<file path="src/design/slt_pkg.sv">
// ----------------------------------------------------------------------------
// slt_pkg: shared types and constants for the sorted list table
// Field widths, request codes, the entry record, the controller states and
// the command and status groups between the controller and the datapath.
// ----------------------------------------------------------------------------
package slt_pkg;

	localparam int REQ_W  = 2;
	localparam int KEY_W  = 7;
	localparam int PAY_W  = 3;
	localparam int POS_W  = 5;
	localparam int CNT_W  = 5;
	localparam int IN_DATA_W  = 16;
	localparam int OUT_DATA_W = 16;

	typedef enum logic [REQ_W-1:0] {
		REQ_INSERT = 2'd0,
		REQ_READ   = 2'd1,
		REQ_REMOVE = 2'd2
	} req_t;

	localparam logic ST_OK   = 1'b0;
	localparam logic ST_FAIL = 1'b1;

	typedef struct packed {
		logic [KEY_W-1:0] key;
		logic [PAY_W-1:0] pay;
	} entry_t;

	typedef enum logic [1:0] {
		RD_PREV,
		RD_NEXT,
		RD_POS
	} rd_sel_t;

	typedef enum logic [2:0] {
		ST_IDLE,
		ST_CHECK,
		ST_INS_RD,
		ST_INS_CMP,
		ST_RM_RD,
		ST_RM_WR,
		ST_FIN
	} slt_state_t;

	typedef struct packed {
		logic    load;
		logic    rd_en;
		rd_sel_t rd_sel;
		logic    wr_en;
		logic    wr_new;
		logic    idx_set_count;
		logic    idx_set_pos;
		logic    idx_dec;
		logic    idx_inc;
		logic    finish;
	} cmd_t;

	typedef struct packed {
		logic [REQ_W-1:0] req;
		logic             req_ok;
		logic             idx_zero;
		logic             key_ge;
		logic             more;
		logic             out_free;
	} sts_t;

endpackage

</file>
<file path="src/design/sorted_list_table.sv">
// ----------------------------------------------------------------------------
// sorted_list_table: ordered key table with insert, read and remove
// Keeps up to CAPACITY entries sorted by ascending key, newest first among
// equal keys, and answers every request with one result word.
// ----------------------------------------------------------------------------
//
// Channel  Dir  Handshake          Contents
// s_*      in   s_tvalid/s_tready  tuser: req_type; tdata: key, payload, position
// m_*      out  m_tvalid/m_tready  tuser: status; tdata: read key, payload, count
//
// Requests are handled one at a time through a single-port entry memory.
// Every word passes through the idle state, where it is accepted, the check
// state and the final state that loads the result register; a read or a
// refused request needs no other state. An insert adds a read state and a
// compare state for each entry moved up one slot, and writes the new entry
// in the read state when it lands at the head, else in one more compare
// state after one more read; a remove adds a read and a write state for
// each entry behind the removed one and a last read state. Each moved entry
// costs a memory read and a write.
// Reset clears the controller state, the count and the result valid flag
// only; no clearing pass is needed, as entries beyond the count are never
// read. A new request word is accepted while the previous result still waits
// on m_tready; the block then holds its finished result in the controller's
// final state until the output register frees.
//
module sorted_list_table #(
	parameter int CAPACITY = 16
) (
	input  logic                               clk,
	input  logic                               arst_n,
	input  logic                               s_tvalid,
	output logic                               s_tready,
	// [6:0] card_key, [9:7] card_payload, [14:10] position, [15] zero
	input  logic [slt_pkg::IN_DATA_W-1:0]      s_tdata,
	// [1:0] req_type
	input  logic [slt_pkg::REQ_W-1:0]          s_tuser,
	output logic                               m_tvalid,
	input  logic                               m_tready,
	// [6:0] read_key, [9:7] read_payload, [14:10] entry_count, [15] zero
	output logic [slt_pkg::OUT_DATA_W-1:0]     m_tdata,
	// [0] status
	output logic                               m_tuser
);
	import slt_pkg::*;

	cmd_t cmd;
	sts_t sts;

	logic [KEY_W-1:0] out_key;
	logic [PAY_W-1:0] out_pay;
	logic [CNT_W-1:0] out_count;

	// The controller sequences the memory loop; the datapath owns all other state.
	slt_ctrl u_ctrl (
		.clk      (clk),
		.arst_n   (arst_n),
		.s_tvalid (s_tvalid),
		.in_ready (s_tready),
		.sts      (sts),
		.cmd      (cmd)
	);

	slt_dpath #(
		.CAPACITY (CAPACITY)
	) u_dpath (
		.clk        (clk),
		.arst_n     (arst_n),
		.cmd        (cmd),
		.sts        (sts),
		.in_req     (s_tuser),
		.in_key     (s_tdata[KEY_W-1:0]),
		.in_pay     (s_tdata[KEY_W+PAY_W-1:KEY_W]),
		.in_pos     (s_tdata[KEY_W+PAY_W+POS_W-1:KEY_W+PAY_W]),
		.out_valid  (m_tvalid),
		.out_ready  (m_tready),
		.out_status (m_tuser),
		.out_key    (out_key),
		.out_pay    (out_pay),
		.out_count  (out_count)
	);

	// Result word: key in the low bits, then payload, then count, zero padded.
	assign m_tdata = {{(OUT_DATA_W-KEY_W-PAY_W-CNT_W){1'b0}}, out_count, out_pay, out_key};

endmodule

</file>
<file path="src/design/slt_ctrl.sv">
// ----------------------------------------------------------------------------
// slt_ctrl: request sequencer for the sorted list table
// Steps one request at a time through check, shift loop and result hand-off.
// ----------------------------------------------------------------------------
module slt_ctrl (
	input  logic          clk,
	input  logic          arst_n,
	input  logic          s_tvalid,
	output logic          in_ready,
	input  slt_pkg::sts_t sts,
	output slt_pkg::cmd_t cmd
);
	import slt_pkg::*;

	slt_state_t state_q;
	slt_state_t state_d;

	always_ff @(posedge clk or negedge arst_n) begin
		if (!arst_n) begin
			state_q <= ST_IDLE;
		end else begin
			state_q <= state_d;
		end
	end

	always_comb begin
		state_d = state_q;
		unique case (state_q)
			ST_IDLE: begin
				if (s_tvalid) begin
					state_d = ST_CHECK;
				end
			end
			ST_CHECK: begin
				if (!sts.req_ok) begin
					state_d = ST_FIN;
				end else begin
					unique case (sts.req)
						REQ_INSERT: state_d = ST_INS_RD;
						REQ_REMOVE: state_d = ST_RM_RD;
						default:    state_d = ST_FIN;
					endcase
				end
			end
			ST_INS_RD: begin
				if (sts.idx_zero) begin
					state_d = ST_FIN;
				end else begin
					state_d = ST_INS_CMP;
				end
			end
			ST_INS_CMP: begin
				if (sts.key_ge) begin
					state_d = ST_INS_RD;
				end else begin
					state_d = ST_FIN;
				end
			end
			ST_RM_RD: begin
				if (sts.more) begin
					state_d = ST_RM_WR;
				end else begin
					state_d = ST_FIN;
				end
			end
			ST_RM_WR: begin
				state_d = ST_RM_RD;
			end
			ST_FIN: begin
				if (sts.out_free) begin
					state_d = ST_IDLE;
				end
			end
			default: begin
				state_d = ST_IDLE;
			end
		endcase
	end

	always_comb begin
		cmd      = '0;
		cmd.rd_sel = RD_PREV;
		in_ready = 1'b0;
		unique case (state_q)
			ST_IDLE: begin
				in_ready = 1'b1;
				cmd.load = s_tvalid;
			end
			ST_CHECK: begin
				if (sts.req_ok) begin
					unique case (sts.req)
						REQ_INSERT: cmd.idx_set_count = 1'b1;
						REQ_REMOVE: cmd.idx_set_pos = 1'b1;
						REQ_READ: begin
							cmd.rd_en  = 1'b1;
							cmd.rd_sel = RD_POS;
						end
						default: cmd.rd_en = 1'b0;
					endcase
				end
			end
			ST_INS_RD: begin
				if (sts.idx_zero) begin
					cmd.wr_en  = 1'b1;
					cmd.wr_new = 1'b1;
				end else begin
					cmd.rd_en  = 1'b1;
					cmd.rd_sel = RD_PREV;
				end
			end
			ST_INS_CMP: begin
				cmd.wr_en = 1'b1;
				if (sts.key_ge) begin
					cmd.idx_dec = 1'b1;
				end else begin
					cmd.wr_new = 1'b1;
				end
			end
			ST_RM_RD: begin
				if (sts.more) begin
					cmd.rd_en  = 1'b1;
					cmd.rd_sel = RD_NEXT;
				end
			end
			ST_RM_WR: begin
				cmd.wr_en   = 1'b1;
				cmd.idx_inc = 1'b1;
			end
			ST_FIN: begin
				cmd.finish = sts.out_free;
			end
			default: begin
				in_ready = 1'b0;
			end
		endcase
	end

endmodule

</file>
<file path="src/design/slt_dpath.sv">
// ----------------------------------------------------------------------------
// slt_dpath: storage and arithmetic for the sorted list table
// Entry memory, request registers, slot index, count and the result register.
// ----------------------------------------------------------------------------
module slt_dpath #(
	parameter int CAPACITY = 16
) (
	input  logic                          clk,
	input  logic                          arst_n,
	input  slt_pkg::cmd_t                 cmd,
	output slt_pkg::sts_t                 sts,
	input  logic [slt_pkg::REQ_W-1:0]     in_req,
	input  logic [slt_pkg::KEY_W-1:0]     in_key,
	input  logic [slt_pkg::PAY_W-1:0]     in_pay,
	input  logic [slt_pkg::POS_W-1:0]     in_pos,
	output logic                          out_valid,
	input  logic                          out_ready,
	output logic                          out_status,
	output logic [slt_pkg::KEY_W-1:0]     out_key,
	output logic [slt_pkg::PAY_W-1:0]     out_pay,
	output logic [slt_pkg::CNT_W-1:0]     out_count
);
	import slt_pkg::*;

	localparam int AW = (CAPACITY > 1) ? $clog2(CAPACITY) : 1;
	localparam int CW = $clog2(CAPACITY + 1);
	localparam int XW = (CW > POS_W) ? CW : ((POS_W > CNT_W) ? POS_W : CNT_W);
	localparam logic [CW-1:0] CAP_C = CW'(CAPACITY);

	entry_t mem [CAPACITY];
	entry_t rd_data_q;

	logic [REQ_W-1:0] req_q;
	logic [KEY_W-1:0] key_q;
	logic [PAY_W-1:0] pay_q;
	logic [POS_W-1:0] pos_q;
	logic [CW-1:0]    idx_q;
	logic [CW-1:0]    count_q;

	logic             out_valid_q;
	logic             out_status_q;
	logic [KEY_W-1:0] out_key_q;
	logic [PAY_W-1:0] out_pay_q;
	logic [CNT_W-1:0] out_count_q;

	logic [XW-1:0] pos_x;
	logic [XW-1:0] count_x;
	logic [XW-1:0] pos_m1;
	logic [CW-1:0] idx_m1;
	logic [CW-1:0] idx_p1;
	logic [AW-1:0] rd_addr;
	logic          pos_ok;
	logic          full;
	logic          req_ok;
	logic [CW-1:0] count_d;
	entry_t        new_entry;

	assign pos_x   = XW'(pos_q);
	assign count_x = XW'(count_q);
	assign pos_m1  = pos_x - XW'(1);
	assign idx_m1  = idx_q - CW'(1);
	assign idx_p1  = idx_q + CW'(1);
	assign pos_ok  = (pos_x != '0) && (pos_x <= count_x);
	assign full    = (count_q == CAP_C);
	assign new_entry = '{key: key_q, pay: pay_q};

	always_comb begin
		case (req_q) inside
			REQ_INSERT:           req_ok = !full;
			REQ_READ, REQ_REMOVE: req_ok = pos_ok;
			default:              req_ok = 1'b0;
		endcase
	end

	always_comb begin
		unique case (cmd.rd_sel)
			RD_PREV: rd_addr = idx_m1[AW-1:0];
			RD_NEXT: rd_addr = idx_p1[AW-1:0];
			RD_POS:  rd_addr = pos_m1[AW-1:0];
			default: rd_addr = idx_q[AW-1:0];
		endcase
	end

	// Count after the request; it only moves when the result is handed off.
	always_comb begin
		count_d = count_q;
		if (req_ok && (req_q == REQ_INSERT)) begin
			count_d = count_q + CW'(1);
		end else if (req_ok && (req_q == REQ_REMOVE)) begin
			count_d = count_q - CW'(1);
		end
	end

	assign sts.req      = req_q;
	assign sts.req_ok   = req_ok;
	assign sts.idx_zero = (idx_q == '0);
	assign sts.key_ge   = (rd_data_q.key >= key_q);
	assign sts.more     = ({1'b0, idx_q} + (CW+1)'(1)) < {1'b0, count_q};
	assign sts.out_free = !out_valid_q || out_ready;

	always_ff @(posedge clk) begin
		if (cmd.wr_en) begin
			mem[idx_q[AW-1:0]] <= cmd.wr_new ? new_entry : rd_data_q;
		end
		if (cmd.rd_en) begin
			rd_data_q <= mem[rd_addr];
		end
	end

	always_ff @(posedge clk) begin
		if (cmd.load) begin
			req_q <= in_req;
			key_q <= in_key;
			pay_q <= in_pay;
			pos_q <= in_pos;
		end
		if (cmd.idx_set_count) begin
			idx_q <= count_q;
		end else if (cmd.idx_set_pos) begin
			idx_q <= pos_m1[CW-1:0];
		end else if (cmd.idx_dec) begin
			idx_q <= idx_m1;
		end else if (cmd.idx_inc) begin
			idx_q <= idx_p1;
		end
		if (cmd.finish) begin
			out_status_q <= req_ok ? ST_OK : ST_FAIL;
			out_count_q  <= CNT_W'(count_d);
			if (req_ok && (req_q == REQ_READ)) begin
				out_key_q <= rd_data_q.key;
				out_pay_q <= rd_data_q.pay;
			end else begin
				out_key_q <= '0;
				out_pay_q <= '0;
			end
		end
	end

	always_ff @(posedge clk or negedge arst_n) begin
		if (!arst_n) begin
			count_q     <= '0;
			out_valid_q <= 1'b0;
		end else begin
			if (cmd.finish) begin
				count_q     <= count_d;
				out_valid_q <= 1'b1;
			end else if (out_ready) begin
				out_valid_q <= 1'b0;
			end
		end
	end

	assign out_valid  = out_valid_q;
	assign out_status = out_status_q;
	assign out_key    = out_key_q;
	assign out_pay    = out_pay_q;
	assign out_count  = out_count_q;

`ifndef SYNTHESIS
	a_count_bound: assert property (@(posedge clk) disable iff (!arst_n)
		count_q <= CAP_C)
		else $error("entry count above capacity");

	a_fail_no_data: assert property (@(posedge clk) disable iff (!arst_n)
		out_valid_q && (out_status_q == ST_FAIL) |-> (out_key_q == '0) && (out_pay_q == '0))
		else $error("failed result carries read data");

	a_finish_free: assert property (@(posedge clk) disable iff (!arst_n)
		cmd.finish |-> (!out_valid_q || out_ready))
		else $error("result written over an untaken word");

	a_insert_count: assert property (@(posedge clk) disable iff (!arst_n)
		cmd.finish && req_ok && (req_q == REQ_INSERT) |=> count_q == $past(count_q) + CW'(1))
		else $error("insert did not grow the count");
`endif

endmodule

</file>
<file path="config.mk">
export PLATFORM = sky130hd
export DESIGN_NAME = sorted_list_table
export DESIGN_NICKNAME = d
export VERILOG_FILES = /design/src/design/slt_pkg.sv /design/src/design/sorted_list_table.sv /design/src/design/slt_ctrl.sv /design/src/design/slt_dpath.sv
export SDC_FILE = /design/constraint.sdc
export NUM_CORES = 1
export LEC_CHECK = 0
export ABC_AREA = 1
export CAP_MARGIN = 20
export CORE_MARGIN = 3
export CORE_UTILIZATION = 40
export CTS_CLUSTER_SIZE = 40
export DETAILED_ROUTE_END_ITERATION = 10
export DONT_BUFFER_PORTS = 1
export GPL_ROUTABILITY_DRIVEN = 0
export SYNTH_ARGS = -nofsm -noshare
export SYNTH_HDL_FRONTEND = slang
export SYNTH_HIERARCHICAL = 1
export SYNTH_SLANG_ARGS = --single-unit
</file>
<file path="constraint.sdc">
create_clock -name clk -period 8.8 [get_ports clk]
set_clock_uncertainty 0.15 [all_clocks]
set_input_delay 1.32 -clock clk [delete_from_list [all_inputs] [get_ports clk]]
set_output_delay 1.32 -clock clk [all_outputs]
set_load 0.05 [all_outputs]
</file>
==> results.cfg <==
[final_layout]
utilization = 0.464
antennaDiodeCount = 0
drive_gt1_frac = 0.0939
syn_to_final_growth_pct = 11.7
final_area_sq_mm = 0.0111
nets = 971

[placement]
dpl-instance-area_sq_mm = 0.0102
io_buffers = 0
dp_hpwl_um = 13900

[critical_path]
cp-end-kind = register
crit_path_frequent_cell = nand2_1
slowest_stage = buf_4
required_ns = 8.92
max_stage_delay_ns = 0.55
critPathMaxFanout = 53
crit_type = reg -> reg
worstPathCellList = ha_1, xnor2_1, inv_1, ha_1, inv_1, nor2_1, o21ai_0, nand2_1, a211oi_1, nand4_1, inv_1, inv_2, xor2_1, nand2_1, o21ai_4, buf_4, inv_4, nand2_1, o21ai_1, inv_1, nand2_1, nand3_1, nand2_1
arrival_ns = 4.72
start_kind = register

[clocking]
root_buffer = clkbuf_16
cts.sinks = 217
clk_latency_ns = 0.52
cts_buffer_depth = 3
cts_buffers = 23
cts_tree = yes
h-tree-depth = 1
path_clk_slew_ns = 0.06
cts_resized = 0
hold_buffers = 0
post-cts-setup-buffers = 0

[global_routing]
grtUsageTotal = 0.166
grt_pass1_vias = 6096
grt_pass1_wl_um = 34600
antenna_found_initial = 1
grt_overflow_total = 0
grt_start_max_net_pins = 81

[timing]
max_freq_mhz = 217
finalHoldViolCount = 0
fin_crit_sh = 0.523
fin_setup_tns_ns = 0
slew_violations = 0
setup_viol = 0
finalCriticalPeriod_ns = 4.60
max-slew-margin-rel = 0.330
worst_pin_slew_ns = 1.00
rsz0062_at_grt = false

[power_and_ir_drop]
p_seq_frac = 0.390
power_density_mw_per_mm2 = 372
internal-power_mw = 2.47
p_sw_mw = 1.65
vdd_drop_max_mv = 0.215
clockPowerShare = 0.225
p_sw_frac = 0.401
p_comb_frac = 0.385
p_leak_nw = 4.21

[yosys]
synth_top_area_share = 0.630
synth.cell_area_sq_mm = 0.00992
yosys.area.top_type = edfxtp_1
synth_area_per_cell_sq_um = 11.0
yosysSeqAreaShare = 0.652
synth-edff-count = 208
syn_nets = 954
syn_inst = 904
async_flop_share = 0.0415
ys_warn_count = 6
synth.ff_latch_count = 217
synth_area_leaders = edfxtp_1 (63%), nand2_1 (7.6%), nand3_1 (3.7%), ha_1 (3.5%), nor2_1 (3.4%)
ys_types = 38
ys.flop_type = edfxtp_1

[floorplan]
io_pins = 41
dieArea_sq_mm = 0.0267
placementRows = 56
start_util = 0.415
coreArea_sq_mm = 0.0239
die_x_um = 163
die_h_um = 163

[run]
cap_viol_max_count = 0

[route]
drtIter0Drc = 555
final_antenna_net_count = 0
routed_via_density = 5.10
route.detailed.drc = 0
wire_per_inst_um = 17.5
first_pass_iters = 5
num_vias = 6406
wirelength_um = 22000

[run_status]
status = finished clean

[min_path]
worstHoldPathType = in -> async
-- worst max-delay path: cells and delay by family, from the launching register on --
| family | cells | cell delay, ns |
|---|---|---|
| buffers and inverters | 7 | 1.31 |
| AO/OA/AOI/OAI | 4 | 0.55 |
| XOR/XNOR | 2 | 0.41 |
| flip-flops | 1 | 0.52 |
| adder cells (fa/ha/maj) | 2 | 0.57 |
| AND/OR/NAND/NOR | 8 | 0.82 |
-- synthesized netlist by cell type (5+ instances only) --
master and number:
edfxtp_1 208, nand2_1 202, nor2_1 89, nand3_1 73, inv_1 69, or2_0 37
o21ai_1 35, o211ai_1 33, ha_1 28, o21ai_0 21, buf_2 18, inv_2 13
a21oi_1 9, dfrtp_1 9, buf_4 7, xor2_1 7, clkbuf_1 6, nand4_1 5
-- power by group through the flow --
stage | Sequential [mW] | Combinational, mW | Clock (mW)
floorplan | 1.60 | 1.11 | 0
detailed placement | 1.63 | 1.54 | 0
global placement | 1.63 | 1.50 | 0
global route | 1.62 | 1.80 | 0.989
CTS | 1.61 | 1.54 | 0.948
finish | 1.60 | 1.58 | 0.928
-- cell usage in the layout, fill, tap and decap left out, types with 3 or more instances in the layout --
| master | netlist | routed |
|---|---|---|
| nor2_2 | 4 | 5 |
| nand3b_1 | 3 | 3 |
| inv_2 | 13 | 13 |
| buf_4 | 7 | 17 |
| o211ai_1 | 33 | 33 |
| ha_1 | 28 | 28 |
| nand2_2 | 4 | 4 |
| dfrtp_1 | 9 | 9 |
| nand2_1 | 202 | 202 |
| xor2_1 | 7 | 7 |
| clkinv_2 | 0 | 4 |
| buf_6 | 3 | 9 |
| o21ai_0 | 21 | 11 |
| nor2_1 | 89 | 88 |
| or2_0 | 37 | 37 |
| edfxtp_1 | 208 | 208 |
| nand3_1 | 73 | 73 |
| inv_1 | 69 | 69 |
| a21oi_1 | 9 | 9 |
| clkinv_1 | 0 | 8 |
| or2_2 | 3 | 3 |
| a31oi_1 | 3 | 3 |
| clkbuf_16 | 0 | 23 |
| nand4_1 | 5 | 5 |
| o21ai_1 | 35 | 45 |
-- layer usage --
metal	share of wire	GRT usage	up-vias
met5	0.00032	0	-
met4	0.017	0.0392	2
met3	0.048	0.0289	31
met2	0.44	0.248	138
met1	0.50	0.252	3101
li1	-	-	3134
-- state kept, by name, summed over array words and instances (netlist names), 2 cells and up --
signal and flops:
u_ctrl/state_q 3, u_dpath/count_q 5, u_dpath/idx_q 5, u_dpath/key_q 7, u_dpath/mem 160, u_dpath/out_count 5
u_dpath/out_key 7, u_dpath/out_pay 3, u_dpath/pay_q 3, u_dpath/pos_q 5, u_dpath/rd_data_q 10, u_dpath/req_q 2
-- layout make-up --
cell class                      instances  area, sq um
Timing Repair Buffer                   26          229
Inverter                               83          314
Tap cell                              319          399
Clock buffer                           25          583
Clock inverter                         16          138
Sequential cell                       217         6470
Multi-Input combinational cell        570         2940
Fill cell                            2155        12800
-- logic make-up (layout without fill, tap and decap cells) --
logic type | Yosys count | in the layout | synth area share
AO/OA/AOI/OAI | 109 | 109 | 0.0672
XOR/XNOR | 8 | 8 | 0.00706
adder cells (fa/ha/maj) | 28 | 28 | 0.0353
buffers and inverters | 117 | 150 | 0.0517
flip-flops | 217 | 217 | 0.652
other | 1 | 1 | 0.000378
AND/OR/NAND/NOR | 424 | 424 | 0.186
-- final timing paths --
path,start,to,slack [ns],cells past startpoint
hold / removal,arst_n,u_dpath/count_q[1],0.34,0
setup reg to reg,u_dpath/idx_q[0],u_dpath/rd_data_q[8],4.20,23
setup / recovery,u_dpath/idx_q[0],u_dpath/rd_data_q[8],4.20,23
min in group clk,u_dpath/count_q[3],u_dpath/count_q[3],0.42,2
max in group asynchronous,arst_n,u_ctrl/state_q[0],8.09,0
hold reg to reg,u_dpath/count_q[3],u_dpath/count_q[3],0.42,2
-- metrics by stage --
stage	hold slack (ns)	std cells	power, mW	setup slack [ns]
floorplan	0.362	904	2.71	4.51
global placement	0.391	1195	3.13	4.22
detailed placement	0.398	1200	3.17	4.24
CTS	0.316	1241	4.10	4.21
global route	0.319	1256	4.40	3.77
finish	0.341	1256	4.12	4.20
(Power assumes the default switching activity.)
